===== src/hw/rtl/adf_pkg.sv =====
package adf_pkg;

    localparam int COUNT_WIDTH = 16;
    localparam int CFG_WIDTH   = 16;
    localparam int CFG_INDEX_WIDTH = 1;
    localparam int DATA_IN_WIDTH  = 8;
    localparam int DATA_OUT_WIDTH = 8;

    typedef logic [COUNT_WIDTH-1:0] count_t;
    typedef logic [CFG_WIDTH-1:0]   ticks_t;

    typedef enum logic [CFG_INDEX_WIDTH-1:0] {
        REG_RISE_TICKS = 1'b0,
        REG_FALL_TICKS = 1'b1
    } reg_index_t;

    typedef enum logic [1:0] {
        ST_UNKNOWN = 2'd0,
        ST_LOW     = 2'd1,
        ST_HIGH    = 2'd2
    } filter_state_t;

    typedef enum logic {
        KIND_TICK   = 1'b0,
        KIND_REPORT = 1'b1
    } item_kind_t;

    typedef struct packed {
        ticks_t rise_ticks;
        ticks_t fall_ticks;
    } cfg_t;

    typedef struct packed {
        item_kind_t kind;
        logic       raw_level;
    } item_t;

    typedef struct packed {
        logic          timer_active;
        logic          changed;
        filter_state_t filtered_level;
    } result_t;

    localparam int LOAD_WIDTH = (CFG_WIDTH > COUNT_WIDTH) ? CFG_WIDTH : COUNT_WIDTH;

    // hold time, saturated to the countdown range
    function automatic count_t load_value(input ticks_t ticks);
        logic [LOAD_WIDTH-1:0] wide_ticks;
        logic [LOAD_WIDTH-1:0] wide_max;
        begin
            wide_ticks = LOAD_WIDTH'(ticks);
            wide_max   = LOAD_WIDTH'({COUNT_WIDTH{1'b1}});
            if (wide_ticks > wide_max)
            begin
                load_value = {COUNT_WIDTH{1'b1}};
            end
            else
            begin
                load_value = wide_ticks[COUNT_WIDTH-1:0];
            end
        end
    endfunction

endpackage


===== src/hw/rtl/adf_cfg_regs.sv =====
module adf_cfg_regs (
    input  logic                                   clk,
    input  logic                                   rst_n,
    input  logic                                   cfg_we,
    input  logic [adf_pkg::CFG_INDEX_WIDTH-1:0]    cfg_index,
    input  logic [adf_pkg::CFG_WIDTH-1:0]          cfg_wdata,
    output adf_pkg::cfg_t                          cfg
);
    import adf_pkg::*;

    cfg_t cfg_reg;

    always_ff @(posedge clk or negedge rst_n)
    begin
        if (!rst_n)
        begin
            cfg_reg.rise_ticks <= ticks_t'(50);
            cfg_reg.fall_ticks <= ticks_t'(50);
        end
        else if (cfg_we)
        begin
            case (reg_index_t'(cfg_index))
                REG_RISE_TICKS: cfg_reg.rise_ticks <= cfg_wdata;
                REG_FALL_TICKS: cfg_reg.fall_ticks <= cfg_wdata;
                default: ;
            endcase
        end
    end

    assign cfg = cfg_reg;

endmodule


===== src/hw/rtl/adf_in_stage.sv =====
module adf_in_stage (
    input  logic           clk,
    input  logic           rst_n,
    input  logic           in_valid,
    output logic           in_ready,
    input  adf_pkg::item_t in_item,
    input  logic           take,
    output logic           item_valid,
    output adf_pkg::item_t item
);
    import adf_pkg::*;

    logic  valid_reg;
    logic  valid_next;
    item_t item_reg;

    assign in_ready = !valid_reg || take;

    always_comb
    begin
        valid_next = valid_reg;
        if (in_valid && in_ready)
        begin
            valid_next = 1'b1;
        end
        else if (take)
        begin
            valid_next = 1'b0;
        end
    end

    always_ff @(posedge clk or negedge rst_n)
    begin
        if (!rst_n)
        begin
            valid_reg <= 1'b0;
        end
        else
        begin
            valid_reg <= valid_next;
        end
    end

    always_ff @(posedge clk)
    begin
        if (in_valid && in_ready)
        begin
            item_reg <= in_item;
        end
    end

    assign item_valid = valid_reg;
    assign item       = item_reg;

endmodule


===== src/hw/rtl/adf_core.sv =====
module adf_core (
    input  logic             clk,
    input  logic             rst_n,
    input  adf_pkg::cfg_t    cfg,
    input  logic             item_valid,
    input  adf_pkg::item_t   item,
    output logic             take,
    output logic             out_valid,
    input  logic             out_ready,
    output adf_pkg::result_t result
);
    import adf_pkg::*;

    filter_state_t state_reg;
    filter_state_t state_next;
    count_t        countdown_reg;
    count_t        countdown_next;
    logic          counting_reg;
    logic          counting_next;
    logic          changed;
    filter_state_t seen;
    logic          out_valid_reg;
    logic          out_valid_next;
    result_t       result_reg;

    assign take = item_valid && (!out_valid_reg || out_ready);
    assign seen = item.raw_level ? ST_HIGH : ST_LOW;

    always_comb
    begin
        state_next     = state_reg;
        countdown_next = countdown_reg;
        counting_next  = counting_reg;
        changed        = 1'b0;
        case (item.kind)
            KIND_REPORT:
            begin
                if (state_reg != ST_LOW && state_reg != ST_HIGH)
                begin
                    // first report is adopted directly
                    state_next = seen;
                    changed    = 1'b1;
                end
                else if (seen == state_reg)
                begin
                    counting_next = 1'b0;
                end
                else
                begin
                    countdown_next = load_value(seen == ST_HIGH ? cfg.rise_ticks
                                                                : cfg.fall_ticks);
                    counting_next  = 1'b1;
                end
            end
            KIND_TICK:
            begin
                if (counting_reg)
                begin
                    // expiry at one or zero
                    if (countdown_reg[COUNT_WIDTH-1:1] == '0)
                    begin
                        state_next     = (state_reg == ST_LOW) ? ST_HIGH : ST_LOW;
                        countdown_next = '0;
                        counting_next  = 1'b0;
                        changed        = 1'b1;
                    end
                    else
                    begin
                        countdown_next = countdown_reg - count_t'(1);
                    end
                end
            end
            default: ;
        endcase
    end

    always_comb
    begin
        out_valid_next = out_valid_reg;
        if (take)
        begin
            out_valid_next = 1'b1;
        end
        else if (out_ready)
        begin
            out_valid_next = 1'b0;
        end
    end

    always_ff @(posedge clk or negedge rst_n)
    begin
        if (!rst_n)
        begin
            state_reg     <= ST_UNKNOWN;
            countdown_reg <= '0;
            counting_reg  <= 1'b0;
            out_valid_reg <= 1'b0;
        end
        else
        begin
            out_valid_reg <= out_valid_next;
            if (take)
            begin
                state_reg     <= state_next;
                countdown_reg <= countdown_next;
                counting_reg  <= counting_next;
            end
        end
    end

    always_ff @(posedge clk)
    begin
        if (take)
        begin
            result_reg.filtered_level <= state_next;
            result_reg.changed        <= changed;
            result_reg.timer_active   <= counting_next;
        end
    end

    assign out_valid = out_valid_reg;
    assign result    = result_reg;

endmodule


===== src/hw/rtl/asymmetric_debounce_filter.sv =====
// a request passes the input register, then the result register, before its result is valid
// throughput: one request per cycle while m_tready stays high; the state update is one compare and one decrement
// backpressure on the result side stalls the input register, which holds one request
// reset (rst_n, async, active low): filtered level unknown, countdown stopped at zero,
// rise and fall hold times 50 ticks, both stages empty
module asymmetric_debounce_filter (
    input  logic                                        clk,
    input  logic                                        rst_n,
    input  logic                                        s_tvalid,
    output logic                                        s_tready,
    input  logic [adf_pkg::DATA_IN_WIDTH-1:0]           s_tdata,  // raw_level, zero pad
    input  logic                                        s_tuser,  // kind
    output logic                                        m_tvalid,
    input  logic                                        m_tready,
    // filtered_level[1:0], changed, timer_active, zero pad
    output logic [adf_pkg::DATA_OUT_WIDTH-1:0]          m_tdata,
    input  logic                                        cfg_we,
    input  logic [adf_pkg::CFG_INDEX_WIDTH-1:0]         cfg_index,
    input  logic [adf_pkg::CFG_WIDTH-1:0]               cfg_wdata
);
    import adf_pkg::*;

    cfg_t    cfg;
    item_t   in_item;
    item_t   item;
    logic    item_valid;
    logic    take;
    result_t result;

    assign in_item.kind      = item_kind_t'(s_tuser);
    assign in_item.raw_level = s_tdata[0];

    adf_cfg_regs u_cfg_regs (
        .clk       (clk),
        .rst_n     (rst_n),
        .cfg_we    (cfg_we),
        .cfg_index (cfg_index),
        .cfg_wdata (cfg_wdata),
        .cfg       (cfg)
    );

    adf_in_stage u_in_stage (
        .clk        (clk),
        .rst_n      (rst_n),
        .in_valid   (s_tvalid),
        .in_ready   (s_tready),
        .in_item    (in_item),
        .take       (take),
        .item_valid (item_valid),
        .item       (item)
    );

    adf_core u_core (
        .clk        (clk),
        .rst_n      (rst_n),
        .cfg        (cfg),
        .item_valid (item_valid),
        .item       (item),
        .take       (take),
        .out_valid  (m_tvalid),
        .out_ready  (m_tready),
        .result     (result)
    );

    assign m_tdata = DATA_OUT_WIDTH'(result);

    // a change never leaves a countdown running
    assert property (@(posedge clk) disable iff (!rst_n)
        (m_tvalid && m_tdata[2]) |-> !m_tdata[3])
        else $error("change reported with countdown running");

    // a running countdown needs a known filtered level
    assert property (@(posedge clk) disable iff (!rst_n)
        (m_tvalid && m_tdata[3]) |-> (m_tdata[1:0] != ST_UNKNOWN))
        else $error("countdown running while level unknown");

    // with the result register empty the input side must be open
    assert property (@(posedge clk) disable iff (!rst_n)
        !m_tvalid |-> s_tready)
        else $error("input stalled with empty result register");

endmodule


===== config.mk =====
export PLATFORM = sky130hd
export DESIGN_NAME = asymmetric_debounce_filter
export DESIGN_NICKNAME = d
export VERILOG_FILES = /design/src/hw/rtl/adf_pkg.sv /design/src/hw/rtl/adf_cfg_regs.sv /design/src/hw/rtl/adf_in_stage.sv /design/src/hw/rtl/adf_core.sv /design/src/hw/rtl/asymmetric_debounce_filter.sv
export SDC_FILE = /design/constraint.sdc
export NUM_CORES = 1
export LEC_CHECK = 0
export BUFFER_PORTS_ARGS = -buffer_cell sky130_fd_sc_hd__buf_4
export CORE_MARGIN = 2
export CORE_UTILIZATION = 55
export CTS_CLUSTER_SIZE = 16
export DETAILED_ROUTE_END_ITERATION = 10
export PLACE_DENSITY = 0.77
export SYNTH_ARGS = -nofsm -noshare
export SYNTH_HDL_FRONTEND = slang
export SYNTH_SLANG_ARGS = --single-unit

===== constraint.sdc =====
create_clock -name clk -period 2.2 [get_ports clk]
set_input_delay 0.44 -clock clk [delete_from_list [all_inputs] [get_ports clk]]
set_output_delay 0.44 -clock clk [all_outputs]
set_load 0.01 [all_outputs]

---- Yosys cells after proc, flatten, opt, wreduce, memory -nomap -nowiden ----
Cells that the tools add are included.
operators by class
  $add $sub $neg .......................... 1
  multipliers ............................. 0
  div/mod/pow operators ................... 0
  order comparisons ....................... 1
  equality and inequality tests ........... 8
  shift-type cells ........................ 0
  mux-type cells .......................... 26
  bitwise operators ....................... 2
  reduce and logical (&&, ||, !) cells .... 13
operators by type and width
  kind                                                                   number
  16-bit 2-to-1 mux                                                      6
  16-bit case mux with 2 select lines                                    1
  16-bit greater-than comparator, second input constant                  1
  16-bit by 1-bit subtractor with 16-bit output, second input constant   1
  15-bit zero test                                                       1
  1-bit 2-to-1 mux                                                       11
  2-bit 2-to-1 mux                                                       5
  2-bit != test, second input constant                                   3
  2-bit by 1-bit != test with 1-bit output, second input constant        2
  1-bit case mux with 2 select lines                                     2
  2-bit case mux with 2 select lines                                     1
  2-bit AND reduction                                                    2
  4-bit AND reduction                                                    1
  2-bit nonzero test                                                     2
  1-bit logical AND                                                      3
  2-bit by 1-bit equality test with 1-bit output, second input constant  1
  2-bit equality test                                                    1
  2-bit equality test, second input constant                             1
  1-bit zero test                                                        2
  1-bit logical OR                                                       2
  1-bit inverter                                                         2
storage, ports and cells
  register bits after elaboration ......... 59
  latch bits .............................. 0
  bits in writable memories ............... 0
  ROM bits ................................ 0
  input bits .............................. 31
  word-level logic and storage cells ...... 63
  memories ................................ 0

---- Logic depth before layout (Yosys ltp) ----
Gate-level depths: netlist of the first run.
  depth in word-level cells ............... 8
  depth in mapped cells ................... 8
  gate-level depth less buffers ........... 6

---- Hierarchy ----
Synthesis of the first run repeated with hierarchy kept, for this count alone.
second synthesis, totals
  cell total of the unflattened synthesis .. 268
  area total of the unflattened synthesis .. 3148.0 um^2
modules (own cells, without submodules)
  module                      instances  cells each  area each (um^2)  sequential area each (um^2)
  adf_core                    1          188         1740.4            620.6
  adf_cfg_regs                1          69          1260.0            808.3
  adf_in_stage                1          6           113.9             85.1
  asymmetric_debounce_filter  1          5           33.8              0.0

---- Worst setup path after synthesis of the first run ----
No wires, ideal clock.
  kind .................................... register -> register
  from .................................... register u_core.state_reg[0]
  to ...................................... register u_core.countdown_reg[1]
  setup time .............................. 125 ps
  data arrival time ....................... 1904 ps
  data required time ...................... 2075 ps
  slack ................................... 171 ps
  stages on the path, launching flop included .. 7
  path buffers ............................ 2
  clock period less this slack ............ 2029 ps
  cells stage by stage .................... dfrtp_1 -> ha_1 -> clkbuf_1 -> o41a_1 -> nand2b_4 -> buf_6 -> mux2_4
on the way
  cells in the longest elaborated chain, start to end .. 4
  elaborated cells on any way between the ends .. 7
  those cells by class .................... eq/ne (5); reduce/logical (2)
RTL lines
  what                                                                              RTL line         text
  from (decl)                                                                       adf_core.sv:14   filter_state_t state_reg;
  from (signal assigned)                                                            adf_core.sv:104  state_reg <= state_next;
  2-bit by 1-bit != test with 1-bit output / 2-bit != test (equally long branches)  adf_core.sv:38   if (state_reg != ST_LOW && state_reg != ST_HIGH)
  1-bit logical AND                                                                 adf_core.sv:38
  2-bit != test (no line)                                                           --
  4-bit AND reduction (no line) (*)                                                 --
  to (signal assigned)                                                              adf_core.sv:105  countdown_reg <= countdown_next;
  to (decl)                                                                         adf_core.sv:16   count_t countdown_reg;
Mark *: on every way between the ends. The rest lies on a longest branch, timed or not.
A chain may end at the register's enable or synchronous reset.

---- Worst setup path in the final report of the first run ----
  from .................................... register u_core.countdown_reg[11]
  to ...................................... register u_core.result_reg (netlist bit u_core.result[0]) (data pin)
on the way
  cells in the longest elaborated chain, start to end .. 4
RTL lines
  what                                RTL line        text
  15-bit zero test                    adf_core.sv:60  if (countdown_reg[COUNT_WIDTH-1:1] == '0)
  2-bit 2-to-1 mux                    adf_core.sv:60
  2-bit 2-to-1 mux                    adf_core.sv:57  if (counting_reg)
  2-bit case mux with 2 select lines  adf_core.sv:35  case (item.kind)
  net u_core.state_next[0]            adf_core.sv:15  filter_state_t state_next;
  to (decl)                           adf_core.sv:24  result_t result_reg;
The timed path passes the listed nets, and every way through them passes these cells.

==> run metrics, run 1 <==
hold slack 0.112 ns; H-tree depth 3; fin cells 390; die area roughly 0.0062 mm2; Post-Syn Area 0.00310 mm2; final WL about 6500 um; gpl congestion slightly above 0.9; total track usage roughly 23%; Max Clk Rate 502 MHz; # clock sinks 59; Yosys top cell by area dfrtp_1; top_reg_cell synth dfrtp_1; Setup Skew 0.00919 ns; Worst Path Arrival 2.16 ns; Max Cap Viol 0; Root Buffer clkbuf_8; Gate Count Post-Synth ~280; Layout area overhead 15.6%; cells on worst reg2reg path 4; Layout fillers 427; Register Area 0.00151 mm2; ys async rst share between 80% and 90%; I/O pin count 41; EDFF count, synth 6; most common cell in the synthesized netlist dfrtp_1; count of unique library cells instantiated by Yosys 51; met2 Use GR ~34%; M1 GR Usage 31.3%; vias in the first global route 2260; Placed Area 0.00340 mm2; initial antenna violation count 0; I/O Buffers 29; Final Cell Area 0.00358 mm2; Crit Path Class register to register; RR Endpoint u_core.result[0]$_DFFE_PP_; TritonCTS Buffers 9; CTS Hold Bufs 0; area taken by multi-input logic gates 0.00144 mm2; num rows 27; met3 Resource Use GR around 4.9%; drt via density 6.02; Final Util 65.4%; post_cts resized 0; synthesized area per cell 11.2 um2; Critical Path Start u_core.countdown_reg[11]$_DFFE_PN0P_; Final period util 90.6%; drt wl/cell 16.7 um; number of flip-flops in the largest register 32; drt pass-1 iters 4; unrepaired setup endpoints after global routing false; clock tree from TritonCTS built; gr busiest metal met2; fraction of layout instances using a drive strength above 1 between 30% and 40%; reg2reg start u_core.countdown_reg[11]$_DFFE_PN0P_; CP endpoint kind register; area of the core 0.00547 mm2; Fin. Hold Viols 0; sequential share of the synthesized area 48.9%; grt ovf 0; CP Max Fanout 7; flops & latches, synth 59; CP startpoint kind register; Pleak 1.47 nW; Final HPWL DP 4350 um; max-slew violations 0; worst skew pair latency between 0.3 and 0.4 ns; chip width just under 80 um; FF-to-FF setup slack ~0.21 ns; Placed Cells incl. Taps 374; antenna-violating nets left 0; final setup vio count 0; Max-slew headroom between 50% and 60%; # Post-CTS Setup Buffers 0; global-route wire length before repair 10800 um; clock tree buffer depth 2; largest net degree at the start of global routing 54; nets 346; synth warn 0; initial core utilization between 50 and 60%; CP endpoint u_core.result[0]$_DFFE_PP_; Synth area leaders dfrtp_1 (38%), mux2_2 (12%), edfxtp_1 (5.8%); Fin Setup TNS 0 ns; Final min period 1.99 ns; Antenna diodes 0; maximum vdd ir drop 0.557 mV; vias after detailed routing about 2300; worst slew pin tran 0.675 ns; DR iter-0 viols 195; PwrDens 991 mW/mm2; worst min path class input pin to asynchronous set/reset pin; Post-synth top cells dfrtp_1 (47), mux2_2 (34), o21ai_0 (19); status complete, no violations; top-area cell type share of the netlist area 38.0%; clk slew on worst S/H paths 0.06 ns; Die Ht between 70 and 80 um; CP Data Required Time 2.37 ns; Remaining DRCs 0
[power breakdown]
group	switching, mW	internal [mW]
sequential	0.267	1.38
combinational	0.513	0.477
clock	0.408	0.505
total	1.19	2.36
[metal layers]
metal,vias up,wire (um),part of all wire (%)
met5,-,0,0
met2,63,3080,47
met4,0,132,2.0
met3,11,292,4.5
met1,1161,2990,46
li1,1113,-,-
[layout by cell type, fill, tap and decap left out, drive strengths merged, types with 2 or more instances in the layout]
cell type	netlist	final
nand2	15	15
edfxtp	6	6
mux2	35	35
nor4	5	5
buf	9	41
inv	11	11
a41oi	5	5
clkinv	0	2
o21ai	21	21
o22ai	5	5
nand3	5	5
and2	3	3
dfrtp	47	47
o31ai	2	2
o211ai	10	10
o221ai	3	3
nand2b	6	6
o41a	2	2
nor2	16	16
ha	2	2
clkbuf	10	14
conb	1	4
nor3	3	3
a21oi	5	5
a211oi	3	3
a31oi	8	8
mux2i	15	15
o311ai	5	5
dfstp	6	6
[final cells by class]
| type | instances | share of cell area [%] |
|---|---|---|
| Sequential cell | 59 | 42.3 |
| Multi-Input combinational cell | 191 | 40.3 |
| Timing Repair Buffer | 41 | 8.60 |
| Clock buffer | 14 | 4.86 |
| Tap cell | 72 | 2.52 |
| Inverter | 11 | 1.15 |
| Clock inverter | 2 | 0.280 |
[worst min-delay path by stage]
stage | cells after the start | endpoint | from | slack, ns
final | 1 | u_in_stage.item_valid$_DFFE_PN0P_ | rst_n | 0.11
after global routing | 1 | u_in_stage.item_valid$_DFFE_PN0P_ | rst_n | 0.18
after CTS | 1 | u_in_stage.item_valid$_DFFE_PN0P_ | rst_n | 0.14
after detailed placement | 1 | u_cfg_regs.cfg[30]$_DFFE_PN0P_ | u_cfg_regs.cfg[30]$_DFFE_PN0P_ | 0.49
after global placement | 1 | u_cfg_regs.cfg[15]$_DFFE_PN0P_ | u_cfg_regs.cfg[15]$_DFFE_PN0P_ | 0.48
after floorplan | 0 | u_cfg_regs.cfg[0]$_DFFE_PN0P_ | rst_n | 0.14
[worst max-delay path, cell delays in order (launching register included)]
cell and delay [ns]:
dfrtp_1 0.46, nor4_2 0.46, nand3_1 0.28, or3_1 0.41, a31oi_1 0.22
[kinds of logic after synthesis]
group	count (synthesis)	share of synthesized area, %
fa+ha+maj	2	0.808
mux	50	17.7
compound gates	74	16.6
other cells	1	0.121
buf+inv	30	4.89
flops	59	48.9
simple gates	61	11.0
[through the flow]
| step | worst slack [ns] | total power [mW] |
|---|---|---|
| final | 0.206 | 3.55 |
| after global routing | 0.0169 | 3.74 |
| after CTS | 0.228 | 3.56 |
| after detailed placement | 0.250 | 2.64 |
| after global placement | 0.316 | 2.59 |
| after floorplan | 0.171 | 2.33 |
Note: power is estimated with default switching activity, not from simulation.
==> inputs of run 2 (changes only) <==
Settings changed: CORE_UTILIZATION 55 to 53, PLACE_DENSITY 0.77 to 0.74.
==> run 2 against run 1 <==
Compared with the run above: highest routed layer unchanged; critical endpoint unchanged; clock skew fell by 0.0048 ns; combinational power decreased by 0.6%; fmax grew 1.1%.
==> run metrics, run 2 (synthesis results as in run 1) <==
status complete, no violations; RR Endpoint u_core.result[0]$_DFFE_PP_; final WL 6570 um (+1.2%); Max-slew headroom 56.1% (+1.0 points); grt ovf 0 (unchanged); CTS Hold Bufs 0 (unchanged); unrepaired setup endpoints after global routing false; Max Cap Viol 0 (unchanged); commonest cells after routing, fill and taps aside dfrtp_1 (47), buf_4 (41), mux2_2 (34); Final HPWL DP 4180 um (-3.8%); PwrDens 1070 mW/mm2 (+8.0%); DR iter-0 viols 207 (+6.2%); Worst Path Arrival 2.16 ns (about the same); die area 0.00647 mm2 (+3.6%); final setup vio count 0 (unchanged); total track usage 22.8% (+0.15 points); nets 346 (unchanged); vias in the first global route 2264 (+0.18%); clk slew on worst S/H paths 0.07 ns (about the same); reg2reg start u_core.countdown_reg[11]$_DFFE_PN0P_; pre-CTS setup slack 0.272 ns (+0.0222 ns); Pleak 1.50 nW (+2.5%); commonest non-fill, non-tap cell in the layout dfrtp_1; chip width 80.5 um (+1.8%); clock tree from TritonCTS built; CP Data Required Time 2.39 ns (+0.02 ns); drt pass-1 iters 4 (unchanged); antenna-violating nets left 0 (unchanged); max-slew violations 0 (unchanged); sequential fraction of design power 42.3% (-4.1 points); fraction of layout instances using a drive strength above 1 32.7% (+0.94 points); Remaining DRCs 0 (unchanged); Layout area overhead 18.1%; gpl congestion 0.864 (-4.5%); Final period util 89.6% (-0.99 points); worst min path class input pin to asynchronous set/reset pin; worst slew pin tran 0.659 ns (-0.0157 ns); sw frac 31.1% (-2.4 points); Fin. Hold Viols 0 (unchanged); global-route wire length before repair 11200 um (+3.5%); H-tree depth 3 (unchanged); initial antenna violation count 0 (unchanged); Root Buffer clkbuf_8; Power Internal 2.70 mW (+14%); num rows 27 (unchanged); slowest stage cell, crit path nor4_2; CP endpoint kind register; CP Max Fanout 7 (unchanged); clock tree buffer depth 2 (unchanged); crit-path max cell delay 0.50 ns (+0.04 ns); cell chain of the critical path nor4_2 > nand3_1 > or3_1 > a31oi_1; post_cts resized 0 (unchanged); Final min period 1.97 ns (-0.0217 ns); Fin Setup TNS 0 ns (unchanged); Crit Path Class register to register; I/O Buffers 29 (unchanged); drt via density 6.02 (about the same); # Post-CTS Setup Buffers 0 (unchanged); vias after detailed routing 2346 (-0.085%); I/O pin count 41 (unchanged); initial core utilization 55.6% (-1.0 points); Antenna diodes 0 (unchanged); worst skew pair latency 0.34 ns (about the same); drt wl/cell 16.9 um (+1.2%); final worst-path setup slack 0.228 ns (+0.0217 ns); cells on worst reg2reg path 4 (unchanged); switching pwr 1.22 mW (+2.5%); largest net degree at the start of global routing 54 (unchanged); clock share of power 32.6% (+6.9 points); Gate power share 25.2% (-2.7 points); area of the core 0.00557 mm2 (+1.9%); CP startpoint kind register; maximum vdd ir drop 0.605 mV (+8.8%); FF-to-FF setup slack 0.23 ns (+0.02 ns); number of flip-flops in the largest register 32 (unchanged); # clock sinks 59 (unchanged); Setup Skew 0.00443 ns (-0.00475 ns); Die Ht 80.5 um (+1.8%); TritonCTS Buffers 9 (unchanged); Max Clk Rate 507 MHz (+1.1%)
-- run 2: cell types whose count changed in the layout (fill, tap and decap cells not counted), sizes merged --
cell	change
clkbuf	-2
bufinv	+3
clkinv	-1
-- run 2: final cells by class --
cell class	instances	area, um2
repair buffers	41	308
flip-flops and latches	59	1510
multi-input cells	191	1440
clock inverters	4	95.1
well taps	72	90.1
fillers	435	1920
inverters	11	41.3
clock buffers	12	165
-- run 2: routing by layer --
metal | vias up | track usage, % | share of wire (%)
li1 | 1110 | - | -
met1 | 1153 | 31.5 | 46
met2 | 75 | 34.3 | 47
met3 | 8 | 6.18 | 4.9
met4 | 0 | 8.81 | 1.3
met5 | - | 0 | 0
-- run 2: critical path, delay by kind of cell, from the launching register on --
kind             cells  cell delay (ns)
AO/OA/AOI/OAI        1             0.16
flip-flops           1             0.45
AND/OR/NAND/NOR      3             1.21
-- run 2: through the flow --
| stage | hold slack, ns | cell area (um2) | util, % | total power, mW | instances |
|---|---|---|---|---|---|
| after floorplan | 0.144 | 3110 | - | 2.33 | 280 |
| after global placement | 0.486 | 3400 | 60.9 | 2.59 | 374 |
| after detailed placement | 0.490 | 3400 | 60.9 | 2.63 | 374 |
| after CTS | 0.159 | 3660 | 65.6 | 3.92 | 390 |
| after global routing | 0.184 | 3660 | 65.6 | 4.12 | 390 |
| final | 0.125 | 3660 | 65.6 | 3.91 | 390 |
-- run 2: worst max path at each step --
stage                                    startpoint                                   to  slack, ns  cells after the start
6_report       u_core.countdown_reg[11]$_DFFE_PN0P_           u_core.result[0]$_DFFE_PP_       0.23                      4
5_1_grt        u_core.countdown_reg[11]$_DFFE_PN0P_  u_core.countdown_reg[5]$_DFFE_PN0P_       0.05                      5
4_1_cts        u_core.countdown_reg[11]$_DFFE_PN0P_           u_core.result[0]$_DFFE_PP_       0.25                      4
3_5_place_dp   u_core.countdown_reg[11]$_DFFE_PN0P_           u_core.result[0]$_DFFE_PP_       0.27                      4
3_3_place_gp   u_core.countdown_reg[11]$_DFFE_PN0P_           u_core.result[0]$_DFFE_PP_       0.31                      4
2_1_floorplan       u_core.state_reg[0]$_DFFE_PN0P_  u_core.countdown_reg[1]$_DFFE_PN0P_       0.17                      6
-- run 2: power groups by stage --
stage | sequential [mW] | combinational, mW | clock (mW)
floorplan | 1.60 | 0.728 | 0
global placement | 1.64 | 0.944 | 0
detailed placement | 1.66 | 0.969 | 0
CTS | 1.65 | 0.978 | 1.29
global route | 1.69 | 1.10 | 1.34
finish | 1.65 | 0.985 | 1.27
